==> config.mk <==
export PLATFORM = sky130hd
export DESIGN_NAME = remote_command_motor_sequencer_top
export DESIGN_NICKNAME = d
export VERILOG_FILES = /design/src/rcms_pkg.sv /design/src/remote_command_motor_sequencer_top.sv /design/src/rcms_cfg_regs.sv /design/src/rcms_core.sv
export SDC_FILE = /design/constraint.sdc
export NUM_CORES = 1
export LEC_CHECK = 0
export ABC_AREA = 1
export CAP_MARGIN = 0
export CORE_ASPECT_RATIO = 0.75
export CORE_UTILIZATION = 35
export CTS_CLUSTER_DIAMETER = 120
export DETAILED_ROUTE_END_ITERATION = 6
export DONT_BUFFER_PORTS = 1
export PLACE_DENSITY = 0.57
export SLEW_MARGIN = 20
export SYNTH_ARGS = -nofsm -noshare
export SYNTH_HDL_FRONTEND = slang
export SYNTH_SLANG_ARGS = --single-unit
==> constraint.sdc <==
create_clock -name clk -period 4.67 [get_ports clk]
set_input_delay 0.467 -clock clk [delete_from_list [all_inputs] [get_ports clk]]
set_output_delay 0.467 -clock clk [all_outputs]
set_load 0.01 [all_outputs]
==> src/rcms_pkg.sv <==
// ----------------------------------------------------------------------------
// rcms_pkg
// Shared types, constants and drive tables of the motor command sequencer.
// ----------------------------------------------------------------------------
package rcms_pkg;

  localparam int DEMO_STEPS  = 5;
  localparam int STEP_SLOTS  = 5;
  localparam int MS_W        = 16;
  localparam int SPEED_W     = 8;
  localparam int CFG_IDX_W   = 3;
  localparam logic [SPEED_W:0] SPEED_MAX = 9'd150;

  // Input item kinds
  localparam logic OP_BYTE = 1'b0;
  localparam logic OP_TICK = 1'b1;

  // Register indexes
  typedef enum logic [CFG_IDX_W-1:0] {
    REG_IDLE_TIMEOUT = 3'd0,
    REG_STEP0        = 3'd1,
    REG_STEP1        = 3'd2,
    REG_STEP2        = 3'd3,
    REG_STEP3        = 3'd4,
    REG_STEP4        = 3'd5
  } reg_idx_t;

  localparam logic [MS_W-1:0] IDLE_TIMEOUT_RST = 16'd3000;
  localparam logic [MS_W-1:0] STEP_FWD_RST     = 16'd1000;
  localparam logic [MS_W-1:0] STEP_TURN_RST    = 16'd800;

  // Result causes
  typedef enum logic [1:0] {
    CAUSE_KEY  = 2'd0,
    CAUSE_STEP = 2'd1,
    CAUSE_DONE = 2'd2,
    CAUSE_IDLE = 2'd3
  } cause_t;

  // Command characters
  localparam logic [7:0] CH_STOP = "0";
  localparam logic [7:0] CH_W_UP = "W";
  localparam logic [7:0] CH_W_LO = "w";
  localparam logic [7:0] CH_I_UP = "I";
  localparam logic [7:0] CH_I_LO = "i";
  localparam logic [7:0] CH_A_UP = "A";
  localparam logic [7:0] CH_A_LO = "a";
  localparam logic [7:0] CH_D_UP = "D";
  localparam logic [7:0] CH_D_LO = "d";
  localparam logic [7:0] CH_S_UP = "S";
  localparam logic [7:0] CH_S_LO = "s";
  localparam logic [7:0] CH_K_UP = "K";
  localparam logic [7:0] CH_K_LO = "k";
  localparam logic [7:0] CH_E_UP = "E";
  localparam logic [7:0] CH_E_LO = "e";

  typedef logic signed [SPEED_W:0] speed_s_t;

  // Demo step speeds, signed
  localparam speed_s_t STEP_LEFT  [STEP_SLOTS] = '{9'sd100, -9'sd50, 9'sd100, 9'sd150, -9'sd150};
  localparam speed_s_t STEP_RIGHT [STEP_SLOTS] = '{9'sd100, 9'sd150, 9'sd100, -9'sd50, -9'sd150};

  typedef struct packed {
    logic [MS_W-1:0]                 idle_timeout;
    logic [STEP_SLOTS-1:0][MS_W-1:0] step_ms;
  } cfg_t;

  typedef struct packed {
    logic               left_reverse;
    logic [SPEED_W-1:0] left_speed;
    logic               right_reverse;
    logic [SPEED_W-1:0] right_speed;
    cause_t             cause;
  } drive_t;

  typedef enum logic [1:0] {
    KEY_NONE  = 2'd0,
    KEY_DRIVE = 2'd1,
    KEY_DEMO  = 2'd2
  } key_kind_t;

  typedef struct packed {
    key_kind_t kind;
    speed_s_t  left;
    speed_s_t  right;
  } key_t;

  // Signed speeds to magnitude plus reverse flag, saturated
  function automatic drive_t make_drive(speed_s_t a, speed_s_t b, cause_t c);
    logic [SPEED_W:0] ma;
    logic [SPEED_W:0] mb;
    drive_t d;
    ma = a[SPEED_W] ? 9'(-a) : 9'(a);
    mb = b[SPEED_W] ? 9'(-b) : 9'(b);
    if (ma > SPEED_MAX) ma = SPEED_MAX;
    if (mb > SPEED_MAX) mb = SPEED_MAX;
    d.left_reverse  = a[SPEED_W];
    d.left_speed    = ma[SPEED_W-1:0];
    d.right_reverse = b[SPEED_W];
    d.right_speed   = mb[SPEED_W-1:0];
    d.cause         = c;
    return d;
  endfunction

  // Step number to table slot: index modulo five over three bits
  function automatic logic [2:0] step_slot(logic [2:0] idx);
    return (idx >= 3'(STEP_SLOTS)) ? 3'(idx - 3'(STEP_SLOTS)) : idx;
  endfunction

  function automatic key_t key_decode(logic [7:0] ch);
    key_t k;
    k.kind  = KEY_DRIVE;
    k.left  = '0;
    k.right = '0;
    unique case (ch) inside
      CH_STOP:                          begin k.left = 9'sd0;    k.right = 9'sd0;    end
      CH_W_UP, CH_W_LO, CH_I_UP, CH_I_LO: begin k.left = 9'sd100;  k.right = 9'sd100;  end
      CH_A_UP, CH_A_LO:                 begin k.left = -9'sd50;  k.right = 9'sd150;  end
      CH_D_UP, CH_D_LO:                 begin k.left = 9'sd150;  k.right = -9'sd50;  end
      CH_S_UP, CH_S_LO:                 begin k.left = -9'sd150; k.right = -9'sd150; end
      CH_K_UP, CH_K_LO:                 begin k.left = 9'sd150;  k.right = 9'sd150;  end
      CH_E_UP, CH_E_LO:                 k.kind = KEY_DEMO;
      default:                          k.kind = KEY_NONE;
    endcase
    return k;
  endfunction

endpackage

==> src/remote_command_motor_sequencer_top.sv <==
// ----------------------------------------------------------------------------
// remote_command_motor_sequencer_top
// Turns command bytes and millisecond ticks into two-wheel drive commands.
// ----------------------------------------------------------------------------
// Pipeline: two register stages; the input register holds an accepted item,
//   and the core step that takes it loads the result register and raises out_valid.
// Throughput: one item per cycle while out_ready stays high, as the core
//   updates its state once per item; while a result waits the input
//   register takes one more item and then holds in_ready low.
// Reset: synchronous, active low; clears sequencer and idle timer state and
//   loads the register defaults (timeout 3000, step lengths 1000/800).
module remote_command_motor_sequencer_top
  import rcms_pkg::*;
(
  input  logic                 clk,
  input  logic                 rst_n,
  // command bytes and ticks
  input  logic                 in_valid,
  output logic                 in_ready,
  input  logic                 in_op,
  input  logic [7:0]           in_rx_byte,
  // drive commands
  output logic                 out_valid,
  input  logic                 out_ready,
  output logic                 out_left_reverse,
  output logic [SPEED_W-1:0]   out_left_speed,
  output logic                 out_right_reverse,
  output logic [SPEED_W-1:0]   out_right_speed,
  output logic [1:0]           out_cause,
  // register writes
  input  logic                 cfg_valid,
  output logic                 cfg_ready,
  input  logic [CFG_IDX_W-1:0] cfg_index,
  input  logic [MS_W-1:0]      cfg_data
);

  cfg_t   cfg;
  logic   s1_valid_r;
  logic   s1_op_r;
  logic [7:0] s1_byte_r;
  logic   s2_fire;
  logic   in_fire;
  logic   res_valid;
  drive_t res;
  logic   out_valid_r;
  drive_t out_drive_r;

  // The register file never stalls the configuration port.
  assign cfg_ready = 1'b1;

  rcms_cfg_regs u_cfg (
    .clk      (clk),
    .rst_n    (rst_n),
    .wr_en    (cfg_valid),
    .wr_index (cfg_index),
    .wr_data  (cfg_data),
    .cfg      (cfg)
  );

  // The core takes the held item whenever the result register is free or
  // being emptied this cycle; items that give no result pass straight on.
  assign s2_fire  = s1_valid_r && (!out_valid_r || out_ready);
  assign in_ready = !s1_valid_r || s2_fire;
  assign in_fire  = in_valid && in_ready;

  // Input register: hold the item until the core has taken it.
  always_ff @(posedge clk) begin
    if (!rst_n) begin
      s1_valid_r <= 1'b0;
    end else if (in_fire) begin
      s1_valid_r <= 1'b1;
    end else if (s2_fire) begin
      s1_valid_r <= 1'b0;
    end
  end

  always_ff @(posedge clk) begin
    if (in_fire) begin
      s1_op_r   <= in_op;
      s1_byte_r <= in_rx_byte;
    end
  end

  // Core: advance the demo and idle timer once per item taken.
  rcms_core u_core (
    .clk       (clk),
    .rst_n     (rst_n),
    .fire      (s2_fire),
    .op        (s1_op_r),
    .rx_byte   (s1_byte_r),
    .cfg       (cfg),
    .res_valid (res_valid),
    .res       (res)
  );

  // Result register: load on a core step, drop once the item is taken.
  always_ff @(posedge clk) begin
    if (!rst_n) begin
      out_valid_r <= 1'b0;
    end else if (s2_fire) begin
      out_valid_r <= res_valid;
    end else if (out_ready) begin
      out_valid_r <= 1'b0;
    end
  end

  always_ff @(posedge clk) begin
    if (s2_fire && res_valid) begin
      out_drive_r <= res;
    end
  end

  assign out_valid         = out_valid_r;
  assign out_left_reverse  = out_drive_r.left_reverse;
  assign out_left_speed    = out_drive_r.left_speed;
  assign out_right_reverse = out_drive_r.right_reverse;
  assign out_right_speed   = out_drive_r.right_speed;
  assign out_cause         = out_drive_r.cause;

endmodule

==> src/rcms_cfg_regs.sv <==
// ----------------------------------------------------------------------------
// rcms_cfg_regs
// Timeout and demo step length registers behind the configuration port.
// ----------------------------------------------------------------------------
module rcms_cfg_regs
  import rcms_pkg::*;
(
  input  logic                 clk,
  input  logic                 rst_n,
  input  logic                 wr_en,
  input  logic [CFG_IDX_W-1:0] wr_index,
  input  logic [MS_W-1:0]      wr_data,
  output cfg_t                 cfg
);

  cfg_t cfg_r;
  cfg_t cfg_nxt;

  always_comb begin
    cfg_nxt = cfg_r;
    if (wr_en) begin
      unique case (wr_index)
        REG_IDLE_TIMEOUT: cfg_nxt.idle_timeout = wr_data;
        REG_STEP0:        cfg_nxt.step_ms[0]   = wr_data;
        REG_STEP1:        cfg_nxt.step_ms[1]   = wr_data;
        REG_STEP2:        cfg_nxt.step_ms[2]   = wr_data;
        REG_STEP3:        cfg_nxt.step_ms[3]   = wr_data;
        REG_STEP4:        cfg_nxt.step_ms[4]   = wr_data;
        default:          cfg_nxt = cfg_r;  // drop writes beyond the list
      endcase
    end
  end

  always_ff @(posedge clk) begin
    if (!rst_n) begin
      cfg_r.idle_timeout <= IDLE_TIMEOUT_RST;
      cfg_r.step_ms[0]   <= STEP_FWD_RST;
      cfg_r.step_ms[1]   <= STEP_TURN_RST;
      cfg_r.step_ms[2]   <= STEP_FWD_RST;
      cfg_r.step_ms[3]   <= STEP_TURN_RST;
      cfg_r.step_ms[4]   <= STEP_FWD_RST;
    end else begin
      cfg_r <= cfg_nxt;
    end
  end

  assign cfg = cfg_r;

endmodule

==> src/rcms_core.sv <==
// ----------------------------------------------------------------------------
// rcms_core
// Demo sequencer and idle timer state with the per-item drive decision.
// ----------------------------------------------------------------------------
module rcms_core
  import rcms_pkg::*;
(
  input  logic       clk,
  input  logic       rst_n,
  input  logic       fire,
  input  logic       op,
  input  logic [7:0] rx_byte,
  input  cfg_t       cfg,
  output logic       res_valid,
  output drive_t     res
);

  logic            demo_running_r, demo_running_nxt;
  logic [2:0]      step_index_r,   step_index_nxt;
  logic [MS_W-1:0] step_elapsed_r, step_elapsed_nxt;
  logic [MS_W-1:0] idle_elapsed_r, idle_elapsed_nxt;
  logic            idle_armed_r,   idle_armed_nxt;

  key_t          key;
  logic [MS_W:0] step_next;
  logic [MS_W:0] idle_next;
  logic [2:0]    cur_slot;
  logic [3:0]    next_index;
  logic [2:0]    next_slot;

  assign key        = key_decode(rx_byte);
  assign step_next  = {1'b0, step_elapsed_r} + 17'd1;
  assign idle_next  = {1'b0, idle_elapsed_r} + 17'd1;
  assign cur_slot   = step_slot(step_index_r);
  assign next_index = {1'b0, step_index_r} + 4'd1;
  assign next_slot  = step_slot(next_index[2:0]);

  always_comb begin
    demo_running_nxt = demo_running_r;
    step_index_nxt   = step_index_r;
    step_elapsed_nxt = step_elapsed_r;
    idle_elapsed_nxt = idle_elapsed_r;
    idle_armed_nxt   = idle_armed_r;
    res_valid        = 1'b0;
    res              = make_drive('0, '0, CAUSE_KEY);

    if (op == OP_BYTE) begin
      // every byte restarts the idle timer
      idle_elapsed_nxt = '0;
      idle_armed_nxt   = 1'b1;
      unique case (key.kind)
        KEY_DRIVE: begin
          demo_running_nxt = 1'b0;
          res_valid        = 1'b1;
          res              = make_drive(key.left, key.right, CAUSE_KEY);
        end
        KEY_DEMO: begin
          demo_running_nxt = 1'b1;
          step_index_nxt   = '0;
          step_elapsed_nxt = '0;
          res_valid        = 1'b1;
          res              = make_drive(STEP_LEFT[0], STEP_RIGHT[0], CAUSE_STEP);
        end
        default: ;
      endcase
    end else if (demo_running_r) begin
      if (step_next >= {1'b0, cfg.step_ms[cur_slot]}) begin
        res_valid = 1'b1;
        if (next_index >= 4'(DEMO_STEPS)) begin
          demo_running_nxt = 1'b0;
          idle_armed_nxt   = 1'b0;
          res              = make_drive('0, '0, CAUSE_DONE);
        end else begin
          step_index_nxt   = next_index[2:0];
          step_elapsed_nxt = '0;
          res = make_drive(STEP_LEFT[next_slot], STEP_RIGHT[next_slot], CAUSE_STEP);
        end
      end else begin
        step_elapsed_nxt = step_next[MS_W-1:0];
      end
    end else if (idle_armed_r) begin
      if (idle_next > {1'b0, cfg.idle_timeout}) begin
        idle_armed_nxt = 1'b0;
        res_valid      = 1'b1;
        res            = make_drive('0, '0, CAUSE_IDLE);
      end else begin
        idle_elapsed_nxt = idle_next[MS_W-1:0];
      end
    end
  end

  always_ff @(posedge clk) begin
    if (!rst_n) begin
      demo_running_r <= 1'b0;
      step_index_r   <= '0;
      step_elapsed_r <= '0;
      idle_elapsed_r <= '0;
      idle_armed_r   <= 1'b0;
    end else if (fire) begin
      demo_running_r <= demo_running_nxt;
      step_index_r   <= step_index_nxt;
      step_elapsed_r <= step_elapsed_nxt;
      idle_elapsed_r <= idle_elapsed_nxt;
      idle_armed_r   <= idle_armed_nxt;
    end
  end

endmodule

==> results by group <==
Status
  – Outcome: finished clean

Finish
  – Most frequent cells in the layout: nand2_1, nor2_1, inv_1
  – Most common cell after layout, fill and taps aside: nand2_1
  – Final core utilization: 39.4%
  – Layout net count: 1337
  – Ant diodes: 0
  – Area grow syn2layout: 10.6%
  – Finished Layout Cells: 1614
  – Share of layout cells above drive strength 1: 5.72%

Worst setup path
  – Critical-path maximum fanout: 18
  – Critical Path AT: 4360 ps
  – Worst reg2reg startpoint: u_core.step_index_r[0]
  – CP Launch Type: flop
  – CP Capture Type: flop
  – Critical path class: reg -> reg
  – Req. time, crit path: 4860 ps
  – Crit path launch: u_core.step_index_r[0]

Floorplan
  – Die Span Y: 140 µm
  – Die span in x: 186 µm
  – Die Area: 26100 µm²
  – Cell Rows: 50
  – Core Area: 25000 µm²
  – Initial Util: 35.7%
  – IO Pins: 56

Drt
  – DRC: 0
  – Routed vias/inst: 4.84
  – First drt pass iteration count: 7
  – Antenna Nets Post-Route: 0
  – Total wire length: 23200 µm
  – Post-DR wirelength/cell: 14.4 µm
  – DRT iter0 DRCs: 540
  – DR vias: 7813

Yosys
  – Warnings from Yosys: 0
  – Post-synth top area share: 30.4%
  – Flops & latches, synth: 162
  – Distinct cell type count after synthesis: 48
  – Area contributors post-synth: dfxtp_1, nand2_1, edfxtp_1, nor2_1, inv_1
  – Register area share after synthesis: 39.5%
  – Async SR Flop Fraction: 0%
  – Post-synthesis instance area: 8900 µm²
  – Average size of a mapped cell: 6.95 µm²
  – EDFF count, synth: 27
  – Mapped Cells: 1280
  – Ys flop type: dfxtp_1
  – Area leader, netlist: dfxtp_1

Global routing
  – GRT Util Overall: 18.6%
  – Vias in the first global route: 7316
  – First-pass GRT wire length: 38100 µm
  – Total congestion overflow: 0
  – Initial antenna violation count: 0
  – Largest net degree at the start of global routing: 133

Clock tree
  – CTS tree: yes
  – Clock Tree Buf Depth: 2
  – Root Buffer: clkbuf_16
  – Clock Sink Count: 162
  – Clk pin slew, worst setup/hold paths: 70 ps
  – Htree depth: 4
  – Skew-Pair Late Insertion Delay: 440 ps
  – Hold buffers post-CTS: 0
  – TritonCTS buffer count: 17

Min path
  – Min-Delay Startpoint: in_rx_byte[2]
  – Hold WC Path Type: in -> reg

Timing
  – Worst relative slew slack: 46.6%
  – RSZ-0062 raised after global routing: no
  – Clock Skew: 15.3 ps
  – Tcrit/Tclk final: 89.2%
  – Final hold violation count: 0
  – Slew @ Worst Pin: 800 ps
  – Final-report setup violation count: 0
  – Final Slew Violations: 0
  – Fmax: 240 MHz
  – TNS Setup: 0 ps
  – Worst Hold Slack: 127 ps
  – Min cycle time layout: 4170 ps

Power and ir drop
  – Sw Pwr: 0.000843 W
  – Pwr dens: 329 nW/µm²
  – Peak supply drop: 0.000271 V
  – Comb pwr share: 8.3%
  – Clock power frac: 45.4%
  – Sw frac: 26.0%
  – Internal cell power: 0.00240 W
  – Flop pwr share: 46.3%
  – Lkg Pwr: 4.48 nW

Run
  – Max-cap viol count: 0

Placed design
  – Placer Congestion: 0.829
  – DP HPWL: 16300 µm
  – DP Cell Count: 1582
  – Port bufs: 0
==> final timing paths <==
check / slack, ps / depth (start not counted) / end
worst max register to register: 500 / 24 / out_left_speed[4]
worst min register to register: 450 / 2 / u_cfg.cfg[11]
worst max-delay path: 500 / 24 / out_left_speed[4]
worst min-delay path: 130 / 0 / s1_byte_r[2]
==> routing by layer <==
| metal | track usage (%) | part of all wire (%) | up-vias |
|---|---|---|---|
| met4 | 5.31 | 1.6 | 0 |
| met5 | 0 | 0 | - |
| met1 | 27.5 | 52 | 3544 |
| met3 | 3.98 | 4.7 | 30 |
| met2 | 26.9 | 41 | 167 |
| li1 | - | - | 4072 |
==> Yosys cell counts (12+ instances only) <==
| cell | count |
|---|---|
| nand2_1 | 273 |
| nor2_1 | 214 |
| inv_1 | 181 |
| dfxtp_1 | 135 |
| o21ai_0 | 95 |
| nand3_1 | 62 |
| a21oi_1 | 55 |
| o211ai_1 | 45 |
| ha_1 | 40 |
| clkbuf_1 | 30 |
| edfxtp_1 | 27 |
| xor2_1 | 19 |
| nand4_1 | 12 |
| nor3_1 | 12 |
==> worst max-delay path, stage by stage, from the launching register on <==
cell	delay (ps)
dfxtp_1	490
inv_1	160
ha_1	400
a21oi_2	320
clkinvlp_4	340
o21ai_0	160
o211ai_1	130
nand2_1	90
inv_1	60
ha_1	290
nand2_1	70
nand2_1	40
nand2_1	50
nand2_1	60
a21oi_1	150
nand2_1	70
nand2_1	70
nand3_1	160
nand2_1	200
nand2_2	70
nand2_1	60
nand2_1	50
nand2_1	130
clkinvlp_4	120
buf_12	160
==> what timing repair did <==
action                                  4_1_cts  5_1_grt
buffers inserted                              0        1
resized for setup                             0        3
endpoints found under the setup margin        0       34
==> registers in the layout, summed over array words and instances, names as in the netlist <==
name,cells
u_core.idle_elapsed_r,16
s1_valid_r,1
out_right_reverse,1
u_core.step_index_r,3
out_right_speed,7
u_core.idle_armed_r,1
out_valid,1
u_core.demo_running_r,1
u_cfg.cfg,96
out_left_reverse,1
s1_op_r,1
s1_byte_r,8
out_cause,2
u_core.step_elapsed_r,16
out_left_speed,7
==> metrics by stage <==
| stage | total power [W] | cell area [µm²] | worst slack, ps |
|---|---|---|---|
| after floorplan | 0.00175 | 8910 | 794 |
| after global placement | 0.00179 | 9200 | 408 |
| after detailed placement | 0.00180 | 9200 | 284 |
| after CTS | 0.00327 | 9810 | 260 |
| after global routing | 0.00338 | 9840 | 50.1 |
| final | 0.00324 | 9840 | 505 |
==> power by group through the flow <==
stage | Sequential (W) | Combinational (W) | Clock, W
detailed placement | 0.00153 | 0.000266 | 0
finish | 0.00150 | 0.000269 | 0.00147
global route | 0.00151 | 0.000313 | 0.00155
floorplan | 0.00152 | 0.000225 | 0
CTS | 0.00150 | 0.000267 | 0.00150
global placement | 0.00153 | 0.000261 | 0
==> final cells by class <==
cell class	instances	area, µm²
Inverter	187	712
Clock buffer	18	450
Clock inverter	13	160
Multi-Input combinational cell	883	4460
Fill cell	2614	15100
Timing Repair Buffer	13	123
Sequential cell	162	3510
Tap cell	338	423
==> cell families (layout without fill, tap and decap cells) <==
kind of cell	count (synthesis)	in the layout	synth area share, %
other	2	5	0.0844
buffers and inverters	238	231	10.6
AND/OR/NAND/NOR	606	606	28.6
adder cells (fa/ha/maj)	40	40	5.62
XOR/XNOR	19	19	1.87
flip-flops	162	162	39.5
AO/OA/AOI/OAI	213	213	13.7
Power figures use the tool's default switching activity.
